<file path="src/hdl/bms_pkg.sv">
`timescale 1ns / 1ps
// ----------------------------------------------------------------------------
// bms_pkg
// Shared types and constants of the bounded multiset store.
// ----------------------------------------------------------------------------
package bms_pkg;

  localparam int unsigned CAPACITY_DEF = 16;

  localparam int unsigned VALUE_W = 32;
  localparam int unsigned OP_W    = 2;
  localparam int unsigned CNT_W   = 5;

  typedef enum logic [OP_W-1:0] {
    OP_INSERT = 2'd0,
    OP_REMOVE = 2'd1,
    OP_COUNT  = 2'd2
  } op_e;

  typedef enum logic {
    ST_IDLE = 1'b0,
    ST_EVAL = 1'b1
  } state_e;

  // control broadcast from the sequencer to every cell
  typedef struct packed {
    logic sample;  // latch compare result against the incoming value
    logic shift;   // take left neighbor's entry (insert at the head)
    logic pull;    // take right neighbor's entry where found (remove)
  } cell_ctrl_t;

endpackage

</file>
<file path="src/hdl/bms_cell.sv">
`timescale 1ns / 1ps
// ----------------------------------------------------------------------------
// bms_cell
// One slot of the store: holds an entry, compares it, moves with neighbors.
// ----------------------------------------------------------------------------
module bms_cell
  import bms_pkg::*;
(
  input  logic                      clk_i,
  input  cell_ctrl_t                ctrl_i,
  input  logic signed [VALUE_W-1:0] value_i,
  input  logic                      used_i,
  input  logic signed [VALUE_W-1:0] left_i,
  input  logic signed [VALUE_W-1:0] right_i,
  input  logic                      found_i,
  output logic signed [VALUE_W-1:0] entry_o,
  output logic                      match_o,
  output logic                      found_o
);

  logic signed [VALUE_W-1:0] entry_q, entry_d;
  logic                      match_q, match_d;

  // found so far along the chain, this cell included
  assign found_o = found_i | match_q;

  always_comb begin
    entry_d = entry_q;
    match_d = match_q;
    if (ctrl_i.sample) begin
      match_d = used_i && (entry_q == value_i);
    end
    if (ctrl_i.shift) begin
      entry_d = left_i;
    end else if (ctrl_i.pull && found_o) begin
      entry_d = right_i;
    end
  end

  always_ff @(posedge clk_i) begin
    entry_q <= entry_d;
    match_q <= match_d;
  end

  assign entry_o = entry_q;
  assign match_o = match_q;

endmodule

</file>
<file path="src/hdl/bounded_multiset_store_top.sv">
`timescale 1ns / 1ps
// ----------------------------------------------------------------------------
// bounded_multiset_store_top
// Bounded multiset of signed 32-bit values held in a row of entry cells.
// ----------------------------------------------------------------------------
// each operation has an accept cycle, where every cell compares its entry with
// the value, and an evaluate cycle, where the match count is formed and the row
// shifts or compacts; busy_o is high for the evaluate cycle only, and no new
// beat is accepted while it is high. the result appears in the cycle after the
// evaluate cycle, on valid_o for exactly one cycle, and must be taken then
// since there is no back-pressure. entries stay packed in cells
// 0 .. count-1: insert pushes the value in at cell 0, remove closes the gap
// left by the first matching entry. a full table ignores inserts, op code 3
// only reports. counts wider than five bits are wrapped to five.
// ----------------------------------------------------------------------------
module bounded_multiset_store_top
  import bms_pkg::*;
#(
  parameter int unsigned CAPACITY = CAPACITY_DEF
) (
  input  logic                      clk_i,
  input  logic                      rst_ni,
  input  logic                      start_i,
  output logic                      busy_o,
  input  logic [OP_W-1:0]           op_i,
  input  logic signed [VALUE_W-1:0] value_i,
  output logic                      valid_o,
  output logic [CNT_W-1:0]          occurrences_o,
  output logic                      done_res_o,
  output logic [CNT_W-1:0]          stored_count_o
);

  // wide enough to hold the capacity itself
  localparam int unsigned CW = $clog2(CAPACITY + 1);

  state_e state_q, state_d;

  logic [OP_W-1:0]           op_q;
  logic signed [VALUE_W-1:0] value_q;
  logic [CW-1:0]             fill_q, fill_d;

  logic                      valid_q, valid_d;
  logic [CNT_W-1:0]          occ_q, occ_d;
  logic                      done_q, done_d;
  logic [CNT_W-1:0]          stored_q, stored_d;

  logic                      accept;
  cell_ctrl_t                ctrl;

  logic signed [VALUE_W-1:0] cell_entry [CAPACITY];
  logic [CAPACITY-1:0]       cell_match;
  logic [CAPACITY-1:0]       cell_found;

  logic                      has_room;
  logic                      any_found;
  logic [CW-1:0]             occ_cnt;
  logic [CW+CNT_W-1:0]       occ_ext, fill_ext;

  assign accept    = start_i && (state_q == ST_IDLE);
  assign has_room  = fill_q < CW'(CAPACITY);
  assign any_found = cell_found[CAPACITY-1];
  // occurrences are taken from the compare bits latched at accept
  assign occ_cnt   = CW'($countones(cell_match));

  // ---- the row of cells ----------------------------------------------------
  for (genvar i = 0; i < CAPACITY; i++) begin : g_cell
    logic signed [VALUE_W-1:0] left, right;
    logic                      found_in;
    if (i == 0) begin : g_head
      assign left     = value_q;
      assign found_in = 1'b0;
    end else begin : g_body
      assign left     = cell_entry[i-1];
      assign found_in = cell_found[i-1];
    end
    if (i == CAPACITY - 1) begin : g_tail
      assign right = cell_entry[i];
    end else begin : g_inner
      assign right = cell_entry[i+1];
    end

    bms_cell u_cell (
      .clk_i   (clk_i),
      .ctrl_i  (ctrl),
      .value_i (value_i),
      .used_i  (CW'(i) < fill_q),
      .left_i  (left),
      .right_i (right),
      .found_i (found_in),
      .entry_o (cell_entry[i]),
      .match_o (cell_match[i]),
      .found_o (cell_found[i])
    );
  end

  // ---- sequencer -----------------------------------------------------------
  always_comb begin
    state_d     = state_q;
    fill_d      = fill_q;
    valid_d     = 1'b0;
    occ_d       = occ_q;
    done_d      = done_q;
    stored_d    = stored_q;
    ctrl        = '0;
    ctrl.sample = accept;
    occ_ext     = {{CNT_W{1'b0}}, occ_cnt};
    fill_ext    = {{CNT_W{1'b0}}, fill_q};

    case (state_q)
      ST_IDLE: begin
        if (accept) begin
          state_d = ST_EVAL;
        end
      end
      ST_EVAL: begin
        state_d = ST_IDLE;
        valid_d = 1'b1;
        done_d  = 1'b0;
        case (op_e'(op_q))
          OP_INSERT: begin
            if (has_room) begin
              ctrl.shift = 1'b1;
              fill_d     = fill_q + CW'(1);
              done_d     = 1'b1;
            end
          end
          OP_REMOVE: begin
            if (any_found) begin
              ctrl.pull = 1'b1;
              fill_d    = fill_q - CW'(1);
              done_d    = 1'b1;
            end
          end
          OP_COUNT: begin
            done_d = 1'b1;
          end
          default: begin
            // unused code: report only
            done_d = 1'b0;
          end
        endcase
        fill_ext = {{CNT_W{1'b0}}, fill_d};
        occ_d    = occ_ext[CNT_W-1:0];
        stored_d = fill_ext[CNT_W-1:0];
      end
      default: begin
        state_d = ST_IDLE;
      end
    endcase
  end

  always_ff @(posedge clk_i or negedge rst_ni) begin
    if (!rst_ni) begin
      state_q <= ST_IDLE;
      fill_q  <= '0;
      valid_q <= 1'b0;
    end else begin
      state_q <= state_d;
      fill_q  <= fill_d;
      valid_q <= valid_d;
    end
  end

  // payload of the beat and of the result
  always_ff @(posedge clk_i) begin
    if (accept) begin
      op_q    <= op_i;
      value_q <= value_i;
    end
    occ_q    <= occ_d;
    done_q   <= done_d;
    stored_q <= stored_d;
  end

  assign busy_o         = (state_q == ST_EVAL);
  assign valid_o        = valid_q;
  assign occurrences_o  = occ_q;
  assign done_res_o     = done_q;
  assign stored_count_o = stored_q;

`ifndef SYNTHESIS
  // an accepted beat is evaluated next cycle and reported the one after
  a_accept_to_result : assert property (@(posedge clk_i) disable iff (!rst_ni)
    accept |=> busy_o ##1 valid_o)
    else $error("accepted beat did not produce a result two cycles later");

  // the fill count never passes the capacity
  a_fill_bound : assert property (@(posedge clk_i) disable iff (!rst_ni)
    fill_q <= CW'(CAPACITY))
    else $error("fill count above capacity");

  // the fill count only moves in the evaluate cycle, by one at most
  a_fill_step : assert property (@(posedge clk_i) disable iff (!rst_ni)
    !busy_o |=> $stable(fill_q))
    else $error("fill count changed outside evaluation");

  // a successful remove needs an occurrence
  a_remove_found : assert property (@(posedge clk_i) disable iff (!rst_ni)
    (busy_o && op_q == OP_REMOVE && occ_cnt == '0) |=> !done_res_o)
    else $error("remove reported success without a matching entry");
`endif

endmodule

</file>
<file path="config.mk">
export PLATFORM = sky130hd
export DESIGN_NAME = bounded_multiset_store_top
export DESIGN_NICKNAME = d
export VERILOG_FILES = /design/src/hdl/bms_pkg.sv /design/src/hdl/bms_cell.sv /design/src/hdl/bounded_multiset_store_top.sv
export SDC_FILE = /design/constraint.sdc
export NUM_CORES = 1
export LEC_CHECK = 0
export BUFFER_PORTS_ARGS = -buffer_cell sky130_fd_sc_hd__buf_2
export CELL_PAD_IN_SITES_DETAIL_PLACEMENT = 1
export CELL_PAD_IN_SITES_GLOBAL_PLACEMENT = 2
export CORE_MARGIN = 1.5
export CORE_UTILIZATION = 43
export CTS_CLUSTER_DIAMETER = 60
export CTS_CLUSTER_SIZE = 28
export DETAILED_ROUTE_END_ITERATION = 10
export PLACE_DENSITY_LB_ADDON = 0.1
export SLEW_MARGIN = 10
export SYNTH_ARGS = -nofsm -noshare
export SYNTH_HDL_FRONTEND = slang
export SYNTH_HIERARCHICAL = 1
export SYNTH_SLANG_ARGS = --single-unit
export TNS_END_PERCENT = 20
</file>
<file path="constraint.sdc">
create_clock -name clk_i -period 6.7 [get_ports clk_i]
set_clock_uncertainty 0.2 [all_clocks]
set_input_delay 0.67 -clock clk_i [delete_from_list [all_inputs] [get_ports clk_i]]
set_output_delay 0.67 -clock clk_i [all_outputs]
set_load 0.02 [all_outputs]
</file>
=== Word-level counts from Yosys, hierarchy flattened ===
Index checks and enable logic that the tools add are counted.

* Word-level logic and storage cells: 198
* Output and inout bits: 13
* Bits in registers: 580
* Bits of input ports: 37

* Eq/ne operators: 18
* Magnitude comparators: 17
* Add/sub/neg operators: 17
* Muxes and demuxes: 42
* Bitwise gates (word level): 16
* Reductions and logical operators: 48

{| class="wikitable"
|+ Operators by type and width
! cell !! number
|-
| $mux 32 || 30
|-
| $eq 32x32->1 || 16
|-
| $lt 4x5->1 const A || 8
|-
| $logic_and 1x1->1 || 32
|-
| $reduce_bool 2->1 || 15
|-
| $lt 3x5->1 const A || 4
|-
| $add 1x1->2 || 8
|-
| $or 1x1->1 || 15
|-
| $add 2x2->3 || 4
|-
| $lt 1x5->1 const A || 2
|-
| $lt 2x5->1 const A || 2
|-
| $mux 5 || 2
|-
| $pmux 5 s2 || 1
|-
| $add 3x3->4 || 2
|-
| $mux 1 || 6
|-
| $add 4x4->5 || 1
|-
| $add 5x1->5 const B || 1
|-
| $lt 5x5->1 const B || 1
|-
| $sub 5x1->5 const B || 1
|-
| $pmux 1 s3 || 1
|-
| $eq 2x1->1 const B || 1
|-
| $eq 2x2->1 const B || 1
|-
| $logic_not 2->1 || 1
|-
| $mux 2 || 1
|-
| 2 further kinds || 2
|}

=== Logic depth before layout (Yosys ltp) ===
* Word-level depth: 21
* Depth in mapped cells: 19
* Mapped depth without buffers: 19

=== Hierarchy ===
The synthesis kept the hierarchy.

{| class="wikitable"
|+ By module, submodules not included
! module !! area each (µm²) !! times used !! cells each
|-
| bms_cell || 1,740.4 || 16 || 115
|-
| bounded_multiset_store_top || 2,434.8 || 1 || 176
|}

=== Worst setup path after synthesis ===
OpenSTA, ideal clock, no wires.

* Kind: register to register
* Start point: register g_cell[0].u_cell/match_o (netlist name)
* End point: register g_cell[15].u_cell.entry_q[0], enable pin
* Slack: 0.376 ns
* Setup time: 0.393 ns
* Period minus slack after synthesis: 6.324 ns
* Arrival: 5.730 ns
* Cell stages (with the launch flop): 20
* Cells stage by stage: edfxtp_1 > or2_2 > or2_2 > or2_2 > or2_2 > or2_2 > or2_2 > or2_2 > or2_2 > or2_2 > or2_2 > or2_2 > or2_2 > or2_2 > or2_2 > or2_2 > or2_2 > nand4b_1 > inv_1 > a21o_1

{| class="wikitable"
|+ RTL lines
! what !! RTL line !! source
|-
| to (signal assigned) || bms_cell.sv:41 || <nowiki>entry_q <= entry_d;</nowiki>
|-
| to (decl) || bms_cell.sv:21 || <nowiki>logic signed [VALUE_W-1:0] entry_q, entry_d;</nowiki>
|}

==> impl_metrics.csv <==
group,metric,value,unit
outcome,status,"complete, no violations",
sta,finalSetupViolCount,0,
yosys,synth_most_common_cell,"edfxtp_1",
sta,finalMaxSlewViolations,0,
floorplanning,std_cell_rows,97,
setup_path,cp.required,6850,ps
power,swShare,26.6,%
power,ir_drop,0.209,mV
setup_path,crit_fanout,32,
setup_path,cpMostUsedCell,"or2_2",
placement,globalplace.congestion,0.794,
grt,grt_max_degree,151,
sta,slew_headroom,31.3,%
sta,worst_pin_slew,1030,ps
setup_path,crit_start,"g_cell[0].u_cell/match_o",
setup_path,end_kind,"flip-flop",
setup_path,r2r_end,"g_cell[2].u_cell/entry_o[11]",
floorplanning,io_pins,50,
routing,first_iter_violations,982,
setup_path,reg2reg_slack,260,ps
grt,grt_pass1_wl,120000,um
yosys,synth_area,30300,um^2
sta,tns,0,ps
setup_path,crit_type,"reg -> reg",
setup_path,cpPeakStageDelay,420,ps
hold_path,hold_path_class,"in -> async",
floorplanning,fp.dieH,268,um
sta,max_clock_freq,155,MHz
setup_path,crit_chain,"or2_2 -> or2_2 -> or2_2 -> or2_2 -> or2_2 -> or2_2 -> or2_2 -> or2_2 -> or2_2 -> or2_2 -> or2_2 -> or2_2 -> or2_2 -> or2_2 -> or2_2 -> or2_2 -> nand4b_1 -> inv_1 -> buf_12 -> a21o_2 -> buf_12",
clocking,cts_buffers,55,
sta,hold_viol_final,0,
floorplanning,initial_utilization,43.3,%
yosys,ys_top_cells_by_area,"edfxtp_1 (57%), mux2_2 (19%), xor2_1 (14%)",
layout,final_util,48.3,%
yosys,syn_area_per_cell,15.0,um^2
routing,wl,78800,um
yosys,yosysUniqueCellTypes,43,
setup_path,r2r_cells,21,
power,clock_power_share,38.8,%
yosys,ys_seq_area_share,57.4,%
routing,first_pass_iters,5,
grt,antenna_found_initial,1,
clocking,cts_resized,0,
layout,diodes,0,
floorplanning,coreArea,69900,um^2
grt,grt_util_all_layers,22.3,%
setup_path,worst_ep_arrival_time,6600,ps
yosys,ys_ff_latch,580,
power,switching_power,0.00224,W
setup_path,critical_path.slowest_cell,"edfxtp_1",
routing,vias,16836,
layout,multi_input_area,12500,um^2
floorplanning,die_w,268,um
yosys,yosysTopAreaCellShare,56.8,%
power,pwr-share-seq,50.5,%
clocking,cts.sinks,580,
routing,drc,0,
clocking,clock_path_buffers,3,
setup_path,worstReg2RegStart,"g_cell[0].u_cell/match_o",
setup_path,crit_path_start_kind,"flip-flop",
clocking,path_clk_slew,70,ps
placement,port_buffers,49,
sta,fin_crit_sh,96.2,%
power,fin_total_pwr,0.00842,W
power,power_leakage,9.55,nW
yosys,yosys-top-cells-count,"edfxtp_1 (573), mux2_2 (514), xor2_1 (501), nor4_1 (112), buf_2 (68)",
layout,drive_gt1_share,34.9,%
yosys,ys_dominant_reg_cell,"edfxtp_1",
clocking,cts-htree-levels,2,
layout,fill_cells,6804,
floorplanning,dieArea,72000,um^2
power,pwr-share-comb,10.7,%
clocking,cts_tree,"built",
yosys,async_flop_share,1.21,%
sta,min_period,6440,ps
power,p_int,0.00618,W
yosys,synth_edf_count,573,
routing,avgViaCountPerCell,5.48,
layout,regArea,17400,um^2
placement,dp_hpwl,56300,um
layout,syn_to_final_growth,11.5,%
power,power_density,249,nW/um^2
yosys,yosys_warnings,6,
clocking,clkLatencyLatePin,640,ps
grt,grt-ovfl-total,0,
grt,grt_pass1_vias,18015,
layout,fin_nets,2143,
setup_path,crit_end,"g_cell[2].u_cell/entry_o[11]",
sta,rsz0062_at_grt,"false",
yosys,synthCells,2016,
routing,wl_per_cell,25.6,um
yosys,synth_largest_area_cell,"edfxtp_1",
routing,ant_nets,0,
run,max_cap_viol_count,0,
clocking,cts_root_buf,"clkbuf_16",
yosys,synth_nets,2071,
[logic make-up (layout without fill, tap and decap cells)]
| group | count (synthesis) | after routing | synth area share (%) |
|---|---|---|---|
| compound gates | 41 | 41 | 0.955 |
| xor+xnor | 520 | 520 | 15.0 |
| fa+ha+maj | 18 | 18 | 0.992 |
| buf+inv | 98 | 216 | 1.52 |
| flops | 580 | 580 | 57.4 |
| mux | 515 | 515 | 19.1 |
| other cells | 1 | 1 | 0.0124 |
| simple gates | 243 | 243 | 4.93 |
[area by class of cell]
| type | instances | share of cell area, % |
|---|---|---|
| Clock inverter | 43 | 1.28 |
| Sequential cell | 580 | 51.5 |
| Multi-Input combinational cell | 1338 | 36.9 |
| Timing Repair Buffer | 85 | 2.25 |
| Tap cell | 940 | 3.48 |
| Clock buffer | 60 | 4.26 |
| Inverter | 28 | 0.311 |
[registers in the layout (all words and copies together), names as in the netlist]
signal                 flops
g_cell.left               32
done_res_o                 1
g_cell.u_cell/entry_o    512
occurrences_o              5
fill_q                     5
g_cell.u_cell/match_o     16
stored_count_o             5
valid_o                    1
op_q                       2
busy_o                     1
[critical path, delay by kind of cell, from the launching register on]
family	cells	cell delay (ps)
buf+inv	3	450
flops	1	420
simple gates	17	4860
compound gates	1	210
[power by group through the flow]
stage	combinational (W)	clock [W]	sequential (W)
floorplan	0.000573	0	0.00429
global placement	0.000882	0	0.00433
detailed placement	0.000913	0	0.00433
CTS	0.000919	0.00336	0.00425
global route	0.000992	0.00347	0.00427
finish	0.000902	0.00326	0.00425
[worst min-delay path by stage]
stage,to,slack (ps),cells past startpoint
floorplan,busy_o,170,0
global placement,valid_o,320,1
detailed placement,valid_o,330,1
CTS,fill_q[2],210,2
global route,fill_q[4],230,2
finish,fill_q[4],240,2
[layer usage]
metal / up-vias / global-route usage (%) / part of all wire (%)
li1: 7707 / - / -
met2: 246 / 36.8 / 49
met5: - / 0 / 0
met4: 0 / 5.78 / 2.1
met3: 92 / 2.51 / 2.9
met1: 8791 / 31.3 / 46
[metrics by stage]
step / cells / hold WS (ps) / setup slack [ps] / instance area [um^2]
final: 3074 / 241 / 256 / 33800
after global routing: 3074 / 231 / 70.3 / 33800
after CTS: 3074 / 207 / 258 / 33800
after detailed placement: 2968 / 326 / 289 / 31900
after global placement: 2968 / 325 / 345 / 31900
after floorplan: 2016 / 174 / 376 / 30300
[cell usage in the layout (no fill, tap or decap), types with 10 or more instances in the layout]
cell       instances
a21o_2            13
buf_12            19
buf_2             49
buf_4             14
clkbuf_16         57
edfxtp_1         573
fa_1              10
inv_1             27
inv_6             11
mux2_2           514
nand2_1           13
nand3_1           35
nand4_1           16
nor3_1            17
nor3_2            16
nor4_1           112
or2_2             16
xnor2_1           19
xor2_1           501
[repair_timing]
| item | CTS | global route |
|---|---|---|
| endpoints found under the hold margin | 9 | 0 |
| hold buffers | 3 | 0 |
| setup buffers | 0 | 0 |
| endpoints found under the setup margin | 0 | 0 |
Power figures use the tool's default switching activity.
